[src/design/pidc_pkg.sv]
package pidc_pkg;

    localparam int FRAC_BITS_DEF = 16;
    localparam int TICKS_PER_SECOND_DEF = 1000;

    // Accumulator width: the reciprocal product for the integral increment is below 2^129,
    // and the three gain products sum to less than 2^88.
    localparam int ACC_W = 130;
    localparam int DIV_STEPS = 64;
    localparam int CNT_W = $clog2(DIV_STEPS);

    localparam int ADDR_W = 5;

    typedef enum logic [1:0] {
        ACT_START    = 2'd0,
        ACT_DERIVED  = 2'd1,
        ACT_SUPPLIED = 2'd2,
        ACT_UNUSED   = 2'd3
    } t_action;

    typedef enum logic [2:0] {
        REG_GAIN_P    = 3'd0,
        REG_GAIN_I    = 3'd1,
        REG_GAIN_D    = 3'd2,
        REG_DRIVE_MIN = 3'd3,
        REG_DRIVE_MAX = 3'd4
    } t_reg_index;

    typedef enum logic [10:0] {
        S_IDLE  = 11'b000_0000_0001,
        S_MUL1  = 11'b000_0000_0010,
        S_RECIP = 11'b000_0000_0100,
        S_INTEG = 11'b000_0000_1000,
        S_MUL2  = 11'b000_0001_0000,
        S_DIV2  = 11'b000_0010_0000,
        S_GP    = 11'b000_0100_0000,
        S_GI    = 11'b000_1000_0000,
        S_GD    = 11'b001_0000_0000,
        S_FIN   = 11'b010_0000_0000,
        S_SPARE = 11'b100_0000_0000
    } t_state;

endpackage

[src/design/pid_controller_clamped.sv]
// Channel   Direction  Handshake          Payload
// input     in         i_valid / o_stall  i_action, i_setpoint, i_feedback, i_feedback_rate,
//                                         i_time_ms
// output    out        o_valid / i_stall  o_drive, o_clamped, o_zero_interval
// config    in         APB write/read     paddr, pwdata, prdata
//
// A start transfer only records the time and leaves the sequencer idle. After a compute
// transfer it runs in order: shift-add multiplies by the interval and by the 65-bit
// reciprocal of TICKS_PER_SECOND, the integral update, a multiply by TICKS_PER_SECOND
// and a serial division by the interval (both skipped when the derivative is supplied
// or the interval is zero), multiplies by the three gain magnitudes and the clamp. Each
// multiply steps through the significant bits of its operand. One shared 130-bit adder
// serves every multiply and divide step. The clamp waits while a result is held by
// i_stall. Reset is synchronous and active low; it resets the controller state, the
// output valid and config registers. o_stall is high while an item is in work; a finished
// result waits in the output register, and a new transfer is taken while it waits.
module pid_controller_clamped #(
    parameter int FRAC_BITS = pidc_pkg::FRAC_BITS_DEF,
    parameter int TICKS_PER_SECOND = pidc_pkg::TICKS_PER_SECOND_DEF
) (
    input  logic                       i_clk,
    input  logic                       i_rst_n,
    input  logic                       i_valid,
    output logic                       o_stall,
    input  logic [1:0]                 i_action,
    input  logic signed [31:0]         i_setpoint,
    input  logic signed [31:0]         i_feedback,
    input  logic signed [31:0]         i_feedback_rate,
    input  logic [31:0]                i_time_ms,
    output logic                       o_valid,
    input  logic                       i_stall,
    output logic signed [31:0]         o_drive,
    output logic                       o_clamped,
    output logic                       o_zero_interval,
    input  logic                       psel,
    input  logic                       penable,
    input  logic                       pwrite,
    input  logic [pidc_pkg::ADDR_W-1:0] paddr,
    input  logic [31:0]                pwdata,
    output logic [31:0]                prdata,
    output logic                       pready
);
    import pidc_pkg::*;

    localparam int W = ACC_W;
    localparam logic [31:0] TPS_C = 32'(TICKS_PER_SECOND);

    // Division of a 64-bit product by TICKS_PER_SECOND is a multiply by a rounded-up
    // reciprocal followed by a right shift; with the shift 64 plus the ceiling of log2 of
    // the divisor, the quotient is exact for every 64-bit dividend.
    localparam int RECIP_SH = 64 + $clog2(TICKS_PER_SECOND);
    localparam logic [84:0] RECIP_ONE = 85'(1) << RECIP_SH;
    localparam logic [64:0] RECIP_M =
        65'((RECIP_ONE + 85'(TICKS_PER_SECOND - 1)) / 85'(TICKS_PER_SECOND));

    // Configuration registers.
    logic [31:0] r_gain_p, r_gain_i, r_gain_d, r_drive_min, r_drive_max;

    // Controller state carried from item to item.
    logic [31:0]        r_last_time;
    logic signed [47:0] r_integ, n_integ;
    logic signed [32:0] r_last_err, n_last_err;

    // Sequencer and shared unit.
    t_state             r_state, n_state;
    logic [W-1:0]       r_acc, n_acc, r_a, n_a;
    logic [64:0]        r_b, n_b;
    logic               r_neg, n_neg;
    logic [63:0]        r_num, n_num;
    logic [32:0]        r_rem, n_rem;
    logic [31:0]        r_dvs, n_dvs;
    logic [CNT_W-1:0]   r_cnt, n_cnt;

    // The item in work.
    logic signed [32:0] r_err;
    logic [31:0]        r_dt;
    logic               r_supplied;
    logic signed [31:0] r_rate;
    logic               r_dneg, n_dneg;
    logic signed [54:0] r_dterm, n_dterm;
    logic               r_zflag, n_zflag;

    // Output register.
    logic               r_ovalid, n_ovalid;
    logic signed [31:0] r_drive, n_drive;
    logic               r_clamped, n_clamped, r_zero, n_zero;

    // The one adder/subtractor that every multiply and divide step goes through.
    logic [W-1:0] add_x, add_y, add_sum;
    logic         add_sub;
    assign add_sum = add_x + (add_sub ? ~add_y : add_y) + W'(add_sub);

    logic in_take, cfg_wr;
    assign o_stall = (r_state != S_IDLE);
    assign in_take = i_valid && !o_stall;
    assign cfg_wr  = psel && penable && pwrite;
    assign pready  = 1'b1;

    always_comb begin
        case (t_reg_index'(paddr[4:2]))
            REG_GAIN_P:    prdata = r_gain_p;
            REG_GAIN_I:    prdata = r_gain_i;
            REG_GAIN_D:    prdata = r_gain_d;
            REG_DRIVE_MIN: prdata = r_drive_min;
            REG_DRIVE_MAX: prdata = r_drive_max;
            default:       prdata = '0;
        endcase
    end

    // Magnitudes and signs of the operands fed to the multiplier.
    logic [32:0] err_mag;
    logic [47:0] integ_mag;
    logic [54:0] dterm_mag;
    logic [31:0] gp_mag, gi_mag, gd_mag;
    logic signed [33:0] diff;
    logic [33:0] diff_mag;
    assign err_mag   = r_err[32] ? 33'(-r_err) : 33'(r_err);
    assign integ_mag = r_integ[47] ? 48'(-r_integ) : 48'(r_integ);
    assign dterm_mag = r_dterm[54] ? 55'(-r_dterm) : 55'(r_dterm);
    assign gp_mag    = r_gain_p[31] ? 32'(-r_gain_p) : r_gain_p;
    assign gi_mag    = r_gain_i[31] ? 32'(-r_gain_i) : r_gain_i;
    assign gd_mag    = r_gain_d[31] ? 32'(-r_gain_d) : r_gain_d;
    assign diff      = 34'(r_err) - 34'(r_last_err);
    assign diff_mag  = diff[33] ? 34'(-diff) : 34'(diff);

    // Integral update: saturate the increment to 2^48, the sum to 48 bits.
    logic [48:0]        imag;
    logic signed [49:0] inc, isum;
    logic signed [47:0] isat;
    assign imag = (r_num > 64'(49'h1_0000_0000_0000)) ? 49'h1_0000_0000_0000 : r_num[48:0];
    assign inc  = r_err[32] ? -50'(imag) : 50'(imag);
    assign isum = 50'(r_integ) + inc;
    always_comb begin
        if (isum > 50'sh0_7FFF_FFFF_FFFF)
            isat = 48'sh7FFF_FFFF_FFFF;
        else if (isum < -50'sh0_8000_0000_0000)
            isat = 48'sh8000_0000_0000;
        else
            isat = isum[47:0];
    end

    // Divide step: shift one dividend bit into the partial remainder and try the divisor.
    logic [32:0] rem_sh;
    logic        q_bit;
    assign rem_sh = {r_rem[31:0], r_num[63]};
    assign q_bit  = !add_sum[W-1];

    // Final scaling and clamp. The arithmetic shift rounds toward minus infinity.
    logic signed [W-1:0] scaled, lo_w, hi_w;
    assign scaled = $signed(r_acc) >>> FRAC_BITS;
    assign lo_w   = W'($signed(r_drive_min));
    assign hi_w   = W'($signed(r_drive_max));

    logic [63:0] q_final;
    assign q_final = {r_num[62:0], q_bit};

    always_comb begin
        n_state    = r_state;
        n_acc      = r_acc;
        n_a        = r_a;
        n_b        = r_b;
        n_neg      = r_neg;
        n_num      = r_num;
        n_rem      = r_rem;
        n_dvs      = r_dvs;
        n_cnt      = r_cnt;
        n_integ    = r_integ;
        n_last_err = r_last_err;
        n_dneg     = r_dneg;
        n_dterm    = r_dterm;
        n_zflag    = r_zflag;
        n_drive    = r_drive;
        n_clamped  = r_clamped;
        n_zero     = r_zero;
        n_ovalid   = r_ovalid && i_stall;
        add_x      = r_acc;
        add_y      = r_a;
        add_sub    = r_neg;

        case (r_state)
            S_IDLE: begin
                if (in_take && (i_action == ACT_DERIVED || i_action == ACT_SUPPLIED)) begin
                    // err and dt are registered at the same edge; start |err| * dt.
                    n_state = S_MUL1;
                    n_acc   = '0;
                    n_a     = W'(i_setpoint[31] ^ i_feedback[31] ?
                              ((33'($signed(i_setpoint)) - 33'($signed(i_feedback))) < 0 ?
                               33'(-(33'($signed(i_setpoint)) - 33'($signed(i_feedback)))) :
                               33'(33'($signed(i_setpoint)) - 33'($signed(i_feedback)))) :
                              ((33'($signed(i_setpoint)) - 33'($signed(i_feedback))) < 0 ?
                               33'(-(33'($signed(i_setpoint)) - 33'($signed(i_feedback)))) :
                               33'(33'($signed(i_setpoint)) - 33'($signed(i_feedback)))));
                    n_b     = {33'b0, i_time_ms - r_last_time};
                    n_neg   = 1'b0;
                    n_zflag = 1'b0;
                end
            end
            S_MUL1, S_RECIP, S_MUL2, S_GP, S_GI, S_GD: begin
                if (r_b != '0) begin
                    if (r_b[0])
                        n_acc = add_sum;
                    n_a = r_a << 1;
                    n_b = r_b >> 1;
                end else begin
                    case (r_state)
                        S_MUL1: begin
                            // |err| * dt is below 2^64; scale it by the reciprocal next.
                            n_state = S_RECIP;
                            n_acc   = '0;
                            n_a     = W'(r_acc[63:0]);
                            n_b     = RECIP_M;
                            n_neg   = 1'b0;
                        end
                        S_RECIP: begin
                            n_state = S_INTEG;
                            n_num   = 64'(r_acc >> RECIP_SH);
                        end
                        S_MUL2: begin
                            n_state = S_DIV2;
                            n_num   = r_acc[63:0];
                            n_rem   = '0;
                            n_dvs   = r_dt;
                            n_cnt   = '0;
                        end
                        S_GP: begin
                            n_state = S_GI;
                            n_a     = W'(integ_mag);
                            n_b     = 65'(gi_mag);
                            n_neg   = r_integ[47] ^ r_gain_i[31];
                        end
                        S_GI: begin
                            n_state = S_GD;
                            n_a     = W'(dterm_mag);
                            n_b     = 65'(gd_mag);
                            n_neg   = r_dterm[54] ^ r_gain_d[31];
                        end
                        default: begin
                            n_state = S_FIN;
                        end
                    endcase
                end
            end
            S_DIV2: begin
                add_x   = W'(rem_sh);
                add_y   = W'(r_dvs);
                add_sub = 1'b1;
                n_rem   = q_bit ? add_sum[32:0] : rem_sh;
                n_num   = q_final;
                n_cnt   = r_cnt + 1'b1;
                if (r_cnt == CNT_W'(DIV_STEPS - 1)) begin
                    n_dterm = r_dneg ? -55'(q_final[54:0]) : 55'(q_final[54:0]);
                    n_state = S_GP;
                    n_acc   = '0;
                    n_a     = W'(err_mag);
                    n_b     = 65'(gp_mag);
                    n_neg   = r_err[32] ^ r_gain_p[31];
                end
            end
            S_INTEG: begin
                n_integ    = isat;
                n_last_err = r_err;
                if (r_supplied || r_dt == '0) begin
                    n_dterm = r_supplied ? 55'(r_rate) : '0;
                    n_zflag = !r_supplied;
                    n_state = S_GP;
                    n_acc   = '0;
                    n_a     = W'(err_mag);
                    n_b     = 65'(gp_mag);
                    n_neg   = r_err[32] ^ r_gain_p[31];
                end else begin
                    n_state = S_MUL2;
                    n_acc   = '0;
                    n_a     = W'(diff_mag);
                    n_b     = 65'(TPS_C);
                    n_neg   = 1'b0;
                    n_dneg  = diff[33];
                end
            end
            S_FIN: begin
                if (!r_ovalid || !i_stall) begin
                    n_ovalid = 1'b1;
                    n_zero   = r_zflag;
                    if (scaled < lo_w) begin
                        n_drive   = r_drive_min;
                        n_clamped = 1'b1;
                    end else if (scaled > hi_w) begin
                        n_drive   = r_drive_max;
                        n_clamped = 1'b1;
                    end else begin
                        n_drive   = scaled[31:0];
                        n_clamped = 1'b0;
                    end
                    n_state = S_IDLE;
                end
            end
            default: begin
                n_state = S_IDLE;
            end
        endcase
    end

    always_ff @(posedge i_clk) begin
        if (!i_rst_n) begin
            r_state     <= S_IDLE;
            r_ovalid    <= 1'b0;
            r_gain_p    <= '0;
            r_gain_i    <= '0;
            r_gain_d    <= '0;
            r_drive_min <= 32'h8000_0000;
            r_drive_max <= 32'h7FFF_FFFF;
            r_last_time <= '0;
            r_integ     <= '0;
            r_last_err  <= '0;
        end else begin
            r_state    <= n_state;
            r_ovalid   <= n_ovalid;
            r_integ    <= n_integ;
            r_last_err <= n_last_err;
            if (in_take && i_action != ACT_UNUSED)
                r_last_time <= i_time_ms;
            if (cfg_wr) begin
                case (t_reg_index'(paddr[4:2]))
                    REG_GAIN_P:    r_gain_p    <= pwdata;
                    REG_GAIN_I:    r_gain_i    <= pwdata;
                    REG_GAIN_D:    r_gain_d    <= pwdata;
                    REG_DRIVE_MIN: r_drive_min <= pwdata;
                    REG_DRIVE_MAX: r_drive_max <= pwdata;
                    default: ;
                endcase
            end
        end
    end

    always_ff @(posedge i_clk) begin
        r_acc     <= n_acc;
        r_a       <= n_a;
        r_b       <= n_b;
        r_neg     <= n_neg;
        r_num     <= n_num;
        r_rem     <= n_rem;
        r_dvs     <= n_dvs;
        r_cnt     <= n_cnt;
        r_dneg    <= n_dneg;
        r_dterm   <= n_dterm;
        r_zflag   <= n_zflag;
        r_drive   <= n_drive;
        r_clamped <= n_clamped;
        r_zero    <= n_zero;
        if (in_take) begin
            r_err      <= 33'($signed(i_setpoint)) - 33'($signed(i_feedback));
            r_dt       <= i_time_ms - r_last_time;
            r_supplied <= (i_action == ACT_SUPPLIED);
            r_rate     <= i_feedback_rate;
        end
    end

    assign o_valid         = r_ovalid;
    assign o_drive         = r_drive;
    assign o_clamped       = r_clamped;
    assign o_zero_interval = r_zero;

endmodule
[config.mk]
export PLATFORM = sky130hd
export DESIGN_NAME = pid_controller_clamped
export DESIGN_NICKNAME = d
export VERILOG_FILES = /design/src/design/pidc_pkg.sv /design/src/design/pid_controller_clamped.sv
export SDC_FILE = /design/constraint.sdc
export NUM_CORES = 2
export LEC_CHECK = 0
export ABC_CLOCK_PERIOD_IN_PS = 18200
export BUFFER_PORTS_ARGS = -buffer_cell sky130_fd_sc_hd__buf_4
export CORE_MARGIN = 2
export CORE_UTILIZATION = 60
export CTS_CLUSTER_SIZE = 12
export DETAILED_ROUTE_END_ITERATION = 8
export GPL_TIMING_DRIVEN = 0
export PLACE_DENSITY = 0.77
export REMOVE_ABC_BUFFERS = 1
export SLEW_MARGIN = 40
export SYNTH_ARGS = -nofsm -noshare
export SYNTH_HDL_FRONTEND = slang
export SYNTH_SLANG_ARGS = --single-unit
[constraint.sdc]
create_clock -name i_clk -period 18.2 [get_ports i_clk]
set_input_delay 2.73 -clock i_clk [delete_from_list [all_inputs] [get_ports i_clk]]
set_output_delay 2.73 -clock i_clk [all_outputs]
set_load 0.05 [all_outputs]
# Yosys cells after proc, flatten, opt, wreduce, memory -nomap -nowiden
# Index checks and enable logic that the tools add are counted.
classes:
  n_addsub: 17
  order_cmp: 6
  n_eq_ne: 30
  n_mux: 70
  bitwise_logic: 6
  n_reduce_logical: 38
ops:
  columns: ["op", "count"]
  rows:
  - ["$mux W130", 12]
  - ["$pmux W130 S4", 2]
  - ["$pmux W130 S3", 1]
  - ["$mux W32", 9]
  - ["$mux W55", 5]
  - ["$pmux W65 S4", 1]
  - ["$pmux W64 S2", 2]
  - ["$mux W65", 3]
  - ["$pmux W65 S3", 1]
  - ["$pmux W32 S5", 1]
  - ["$mux W48", 3]
  - ["$add A130 B1 Y130", 1]
  - ["$add A130 B130 Y130", 1]
  - ["$not A130 Y130", 1]
  - ["$gt A114 B32 Y1", 1]
  - ["$lt A114 B32 Y1", 1]
  - ["$neg A55 Y55", 2]
  - ["$pmux W55 S2", 1]
  - ["$neg A32 Y32", 3]
  - ["$mux W34", 2]
  - ["$neg A33 Y33", 2]
  - ["$reduce_bool A65 Y1", 1]
  - ["$gt A64 B49 Y1 const B", 1]
  - ["$mux W64", 1]
  - ["other kinds (60)", 109]
totals:
  ff_bits: 934
  in_bits: 174
  output_inout_bits: 69
  elab_cells: 195

# Logic depth before layout (Yosys ltp)
depth:
  word_depth: 11
  ltp_mapped: 33
  depth_no_buf: 27

# Worst setup path after synthesis
# OpenSTA, ideal clock, no wires.
synth_timing:
  path_kind: "input to register"
  from: "in i_action[0]"
  to: "reg r_a[0], enable pin"
  setup_ps: 866
  arrival_ps: 13110
  t_required_ps: 17334
  setup_slack_ps: 4224
  stages: 7
  path_buffers: 0
  path_cell_list: "inv_1 > ha_1 > nor2b_1 > nand2_1 > nand2_1 > nand2_1 > a31oi_1"
synth_via:
  elab_chain_len: 5
  elab_cells_between_ends: 6
  cone_classes: "3 x eq/ne; 3 x reduce/logical"
synth_lines:
  columns: ["element", "line", "source"]
  rows:
  - ["from (decl)", "pid_controller_clamped.sv:25", "input logic [1:0] i_action,"]
  - ["$eq A2 B1 Y1 / $eq A2 B2 Y1 (equally long branches)", "pid_controller_clamped.sv:182", "if (in_take && (i_action == ACT_DERIVED || i_action == ACT_SUPPLIED)) begin"]
  - ["$logic_or A1 B1 Y1 *", "pid_controller_clamped.sv:182", null]
  - ["$logic_and A1 B1 Y1 *", "pid_controller_clamped.sv:182", null]
  - ["$ne A2 B2 Y1 (no source line) *", null, null]
  - ["$reduce_and A4 Y1 (no source line) *", null, null]
  - ["to (signal assigned)", "pid_controller_clamped.sv:336", "r_a <= n_a;"]
  - ["to (decl)", "pid_controller_clamped.sv:66", "logic [W-1:0] r_acc, n_acc, r_a, n_a;"]
# Every way passes the cells marked *; elsewhere a longest branch is shown, timed or not.
# A chain may end at the register's enable or synchronous reset.

# Worst setup path in the final report
layout_timing:
  from: "reg r_num[6]"
  to: "reg r_integ[31]"
layout_via:
  elab_chain_len: 8
  elab_cells_between_ends: 9
  cone_classes: "2 x add/sub; 3 x order compare; 4 x mux"
layout_lines:
  columns: ["element", "line", "source"]
  rows:
  - ["from (decl)", "pid_controller_clamped.sv:69", "logic [63:0] r_num, n_num;"]
  - ["from (signal assigned)", "pid_controller_clamped.sv:339", "r_num <= n_num;"]
  - ["$gt A64 B49 Y1", "pid_controller_clamped.sv:130", "assign imag = (r_num > 64'(49'h1_0000_0000_0000)) ? 49'h1_0000_0000_0000 : r_num[48:0];"]
  - ["$mux W49 *", "pid_controller_clamped.sv:130", null]
  - ["$neg A49 Y50", "pid_controller_clamped.sv:131", "assign inc = r_err[32] ? -50'(imag) : 50'(imag);"]
  - ["$mux W50 *", "pid_controller_clamped.sv:131", null]
  - ["$add A48 B50 Y50 *", "pid_controller_clamped.sv:132", "assign isum = 50'(r_integ) + inc;"]
  - ["$lt A50 B48 Y1", "pid_controller_clamped.sv:136", "else if (isum < -50'sh0_8000_0000_0000)"]
  - ["$mux W48", "pid_controller_clamped.sv:136", null]
  - ["$mux W48 *", "pid_controller_clamped.sv:134", "if (isum > 50'sh0_7FFF_FFFF_FFFF)"]
  - ["to (signal assigned)", "pid_controller_clamped.sv:317", "r_integ <= n_integ;"]
  - ["to (decl)", "pid_controller_clamped.sv:61", "logic signed [47:0] r_integ, n_integ;"]
# Marks and branches as above.

==> flow_metrics.tcl <==
set metrics [dict create \
    status "finished, final reports clean" \
    holdBufCountCts 0 \
    synth_area_leaders "edfxtp_1, ha_1, dfxtp_1" \
    critPathMaxStageDelay_ns 0.80 \
    fin_area_um2 81650 \
    tightest_slew_ns 0.9335 \
    synth_ff_type "edfxtp_1" \
    fmax_ghz 0.09459 \
    start_util_pct 60.70 \
    yosys.cell_count.top_type "nand2_1" \
    p_leak_nw 32.70 \
    fin_ws_ns 7.628 \
    crit_buf_inv 0 \
    nets 9346 \
    area_growth_pct 11.83 \
    dp_hpwl_um 208300 \
    cts_buffer_depth 3 \
    final_core_utilization_pct 67.88 \
    ios 243 \
    dr.pass1.iters 6 \
    skew_ns 0.04532 \
    yosys_register_bits 933 \
    drive_gt1_share_pct 9.649 \
    rsz0062_at_grt "false" \
    ir_drop_v 0.00009722 \
    gp_congestion 1.016 \
    cp_max_fo 46 \
    crit_type "register to register" \
    finalPower_mw 8.100 \
    die_w_um 352.9 \
    htree_levels 3 \
    yosysUniqueCellTypes 108 \
    path_clk_slew_ns 0.06 \
    first_iter_violations 9134 \
    fin_crit_ns 10.57 \
    routed_wl_um 271100 \
    synth_commonest_cells "nand2_1, edfxtp_1, a21oi_1, nor2_1, o21ai_0" \
    slowest_stage "nor2_2" \
    placed_area_um2 78000 \
    cp-start-kind "register" \
    power_density_nw_per_um2 99.20 \
    portBuffers 239 \
    grtUsageTotal_pct 41.95 \
    r2r_start "r_num[6]$_DFFE_PP_" \
    relSlewSlack_pct 37.20 \
    synth_top_area_share_pct 26.69 \
    coreArea_um2 120300 \
    synth_area_per_cell_um2 8.452 \
    min_from "r_zflag$_SDFFCE_PN0P_" \
    yosysTopAreaCell "edfxtp_1" \
    cp.required_ns 18.83 \
    remaining_drc_errors 0 \
    r2r_cells 24 \
    synthAdderAreaFrac_pct 8.962 \
    grt_pass1_vias 65410 \
    grt_overflow_total 0 \
    ant_nets 0 \
    numCtsBuffers 109 \
    yosysWarnings 0 \
    synth-seq-area-share_pct 34.48 \
    clock-sinks 933 \
    wire_per_inst_um 26.17 \
    critPathTopFamily "simple AND/OR/NAND/NOR gates" \
    postCtsSetupBuffers 0 \
    reg2reg_to "r_integ[31]$_SDFFE_PN0P_" \
    synth_compound_area_share_pct 22.90 \
    cap_violations 0 \
    holdPathStages 0 \
    hold_end "o_zero_interval$_DFFE_PP_" \
    die_h_um 352.9 \
    cts-root-buf "clkbuf_16" \
    hold_viol 0 \
    synthCells 8639 \
    worstPathArrival_ns 11.20 \
    setup_tns_ns 0 \
    row_count 127 \
    dp_slack_ns 8.036 \
    antenna_found_initial 6 \
    via_count 70050 \
    dieArea_um2 124500 \
    crit_path_end_kind "register" \
    synth-simple-area-share_pct 18.77 \
    grt_max_degree 102 \
    cts_tree "built" \
    synth_xor_area_share_pct 8.456 \
    r2r_slack_ns 7.63 \
    setup_viol_count_final 0 \
    async_flop_share_pct 0 \
    hp-class "register to register" \
    min_period_over_period_pct 58.09 \
    synth_edf_count 649 \
    viasPerCell 6.761 \
    syn-cell-area_um2 73020 \
    clock_latency_ns 0.77 \
    drv_slew 0 \
    synthMuxAreaShare_pct 1.998 \
    cts_resized 0 \
    path_cells "nor4_4 -> nand3_1 -> nor4b_2 -> nand3_1 -> o31ai_1 -> and3_2 -> nand2_1 -> ha_1 -> nor2_2 -> nor2_2 -> a311oi_1 -> ha_1 -> a211oi_1 -> o211ai_1 -> a32oi_1 -> or3_1 -> nand2_1 -> o21a_1 -> a211o_1 -> a221oi_1 -> xnor2_1 -> o21ai_1 -> nand2_4 -> o221a_2" \
    synth_top_family_by_area "compound AO/OA/AOI/OAI gates" \
    grt_pass1_wl_um 404300 \
]
-- logic make-up after synthesis --
group           count (synthesis)
simple gates                 2945
other cells                     1
flops                         933
compound gates               2551
buf+inv                       844
fa+ha+maj                     520
xor+xnor                      705
mux                           140
-- worst max-delay path by stage --
stage                            start                  endpoint  slack (ns)  depth (start not counted)
4_1_cts             r_num[6]$_DFFE_PP_  r_integ[31]$_SDFFE_PN0P_        8.00                         24
6_report            r_num[6]$_DFFE_PP_  r_integ[31]$_SDFFE_PN0P_        7.63                         24
3_5_place_dp        r_num[6]$_DFFE_PP_  r_integ[31]$_SDFFE_PN0P_        8.04                         24
5_1_grt             r_num[6]$_DFFE_PP_  r_integ[31]$_SDFFE_PN0P_        7.40                         24
3_3_place_gp   r_state[7]$_SDFFE_PN0P_     r_dterm[51]$_DFFE_PP_      -18.12                          6
2_1_floorplan  r_state[7]$_SDFFE_PN0P_        r_num[0]$_DFFE_PP_        0.05                          3
-- layout by cell type, fill, tap and decap left out, drive strengths merged, types with 111 or more instances in the layout --
master	netlist	layout
a31oi	119	119
nor3	131	131
clkbuf	496	156
edfxtp	649	649
nand2	1311	1311
o21ai	541	541
nand3	111	111
a21oi	613	613
xor2	328	328
buf	54	452
ha	515	515
nor2	606	606
a21o	247	247
nand4	140	140
xnor2	377	377
and2	120	120
a21boi	217	217
inv	293	297
dfxtp	284	284
-- layer usage --
metal  global-route usage (%)  share of wire [%]  routed length (um)  up-vias
li1                         -                  -                   -    31540
met1                    55.52                 39              106300    33500
met2                    62.37                 42              114900     4141
met3                    9.891                 11               30120      866
met4                    25.16                7.3               19740        4
met5                        0              0.011                  31        -
-- state kept, by name (all words and copies together), names as in the netlist, 6 cells and up --
register,flops
o_drive,32
r_a,130
r_acc,130
r_b,65
r_cnt,6
r_drive_max,32
r_drive_min,32
r_dt,32
r_dterm,55
r_dvs,32
r_err,33
r_gain_d,32
r_gain_i,32
r_gain_p,32
r_integ,48
r_last_err,33
r_last_time,32
r_num,64
r_rate,32
r_rem,32
r_state,10
-- per-stage QoR --
step / instances / hold slack [ns]
after floorplan: 8089 / 0.4003
after global placement: 9940 / 0.4093
after detailed placement: 10150 / 0.4217
after CTS: 10360 / 0.4389
after global routing: 10360 / 0.4464
final: 10360 / 0.4377
-- where the power goes --
group	switching (mW)	total [mW]	internal [mW]
registers	0.218	2.70	2.49
logic	1.96	3.14	1.18
clock network	0.991	2.25	1.26
-- layout make-up --
class / count / area, um^2
antenna: 1 / 2.502
clock buffer: 156 / 3176
clock inverter: 50 / 431.7
fill: 9978 / 38640
inverter: 294 / 1117
multi-input combinational: 6862 / 45100
sequential: 933 / 25180
tap: 1612 / 2017
timing repair buffer: 452 / 4624
No activity file was read; power rests on OpenSTA's default activity.
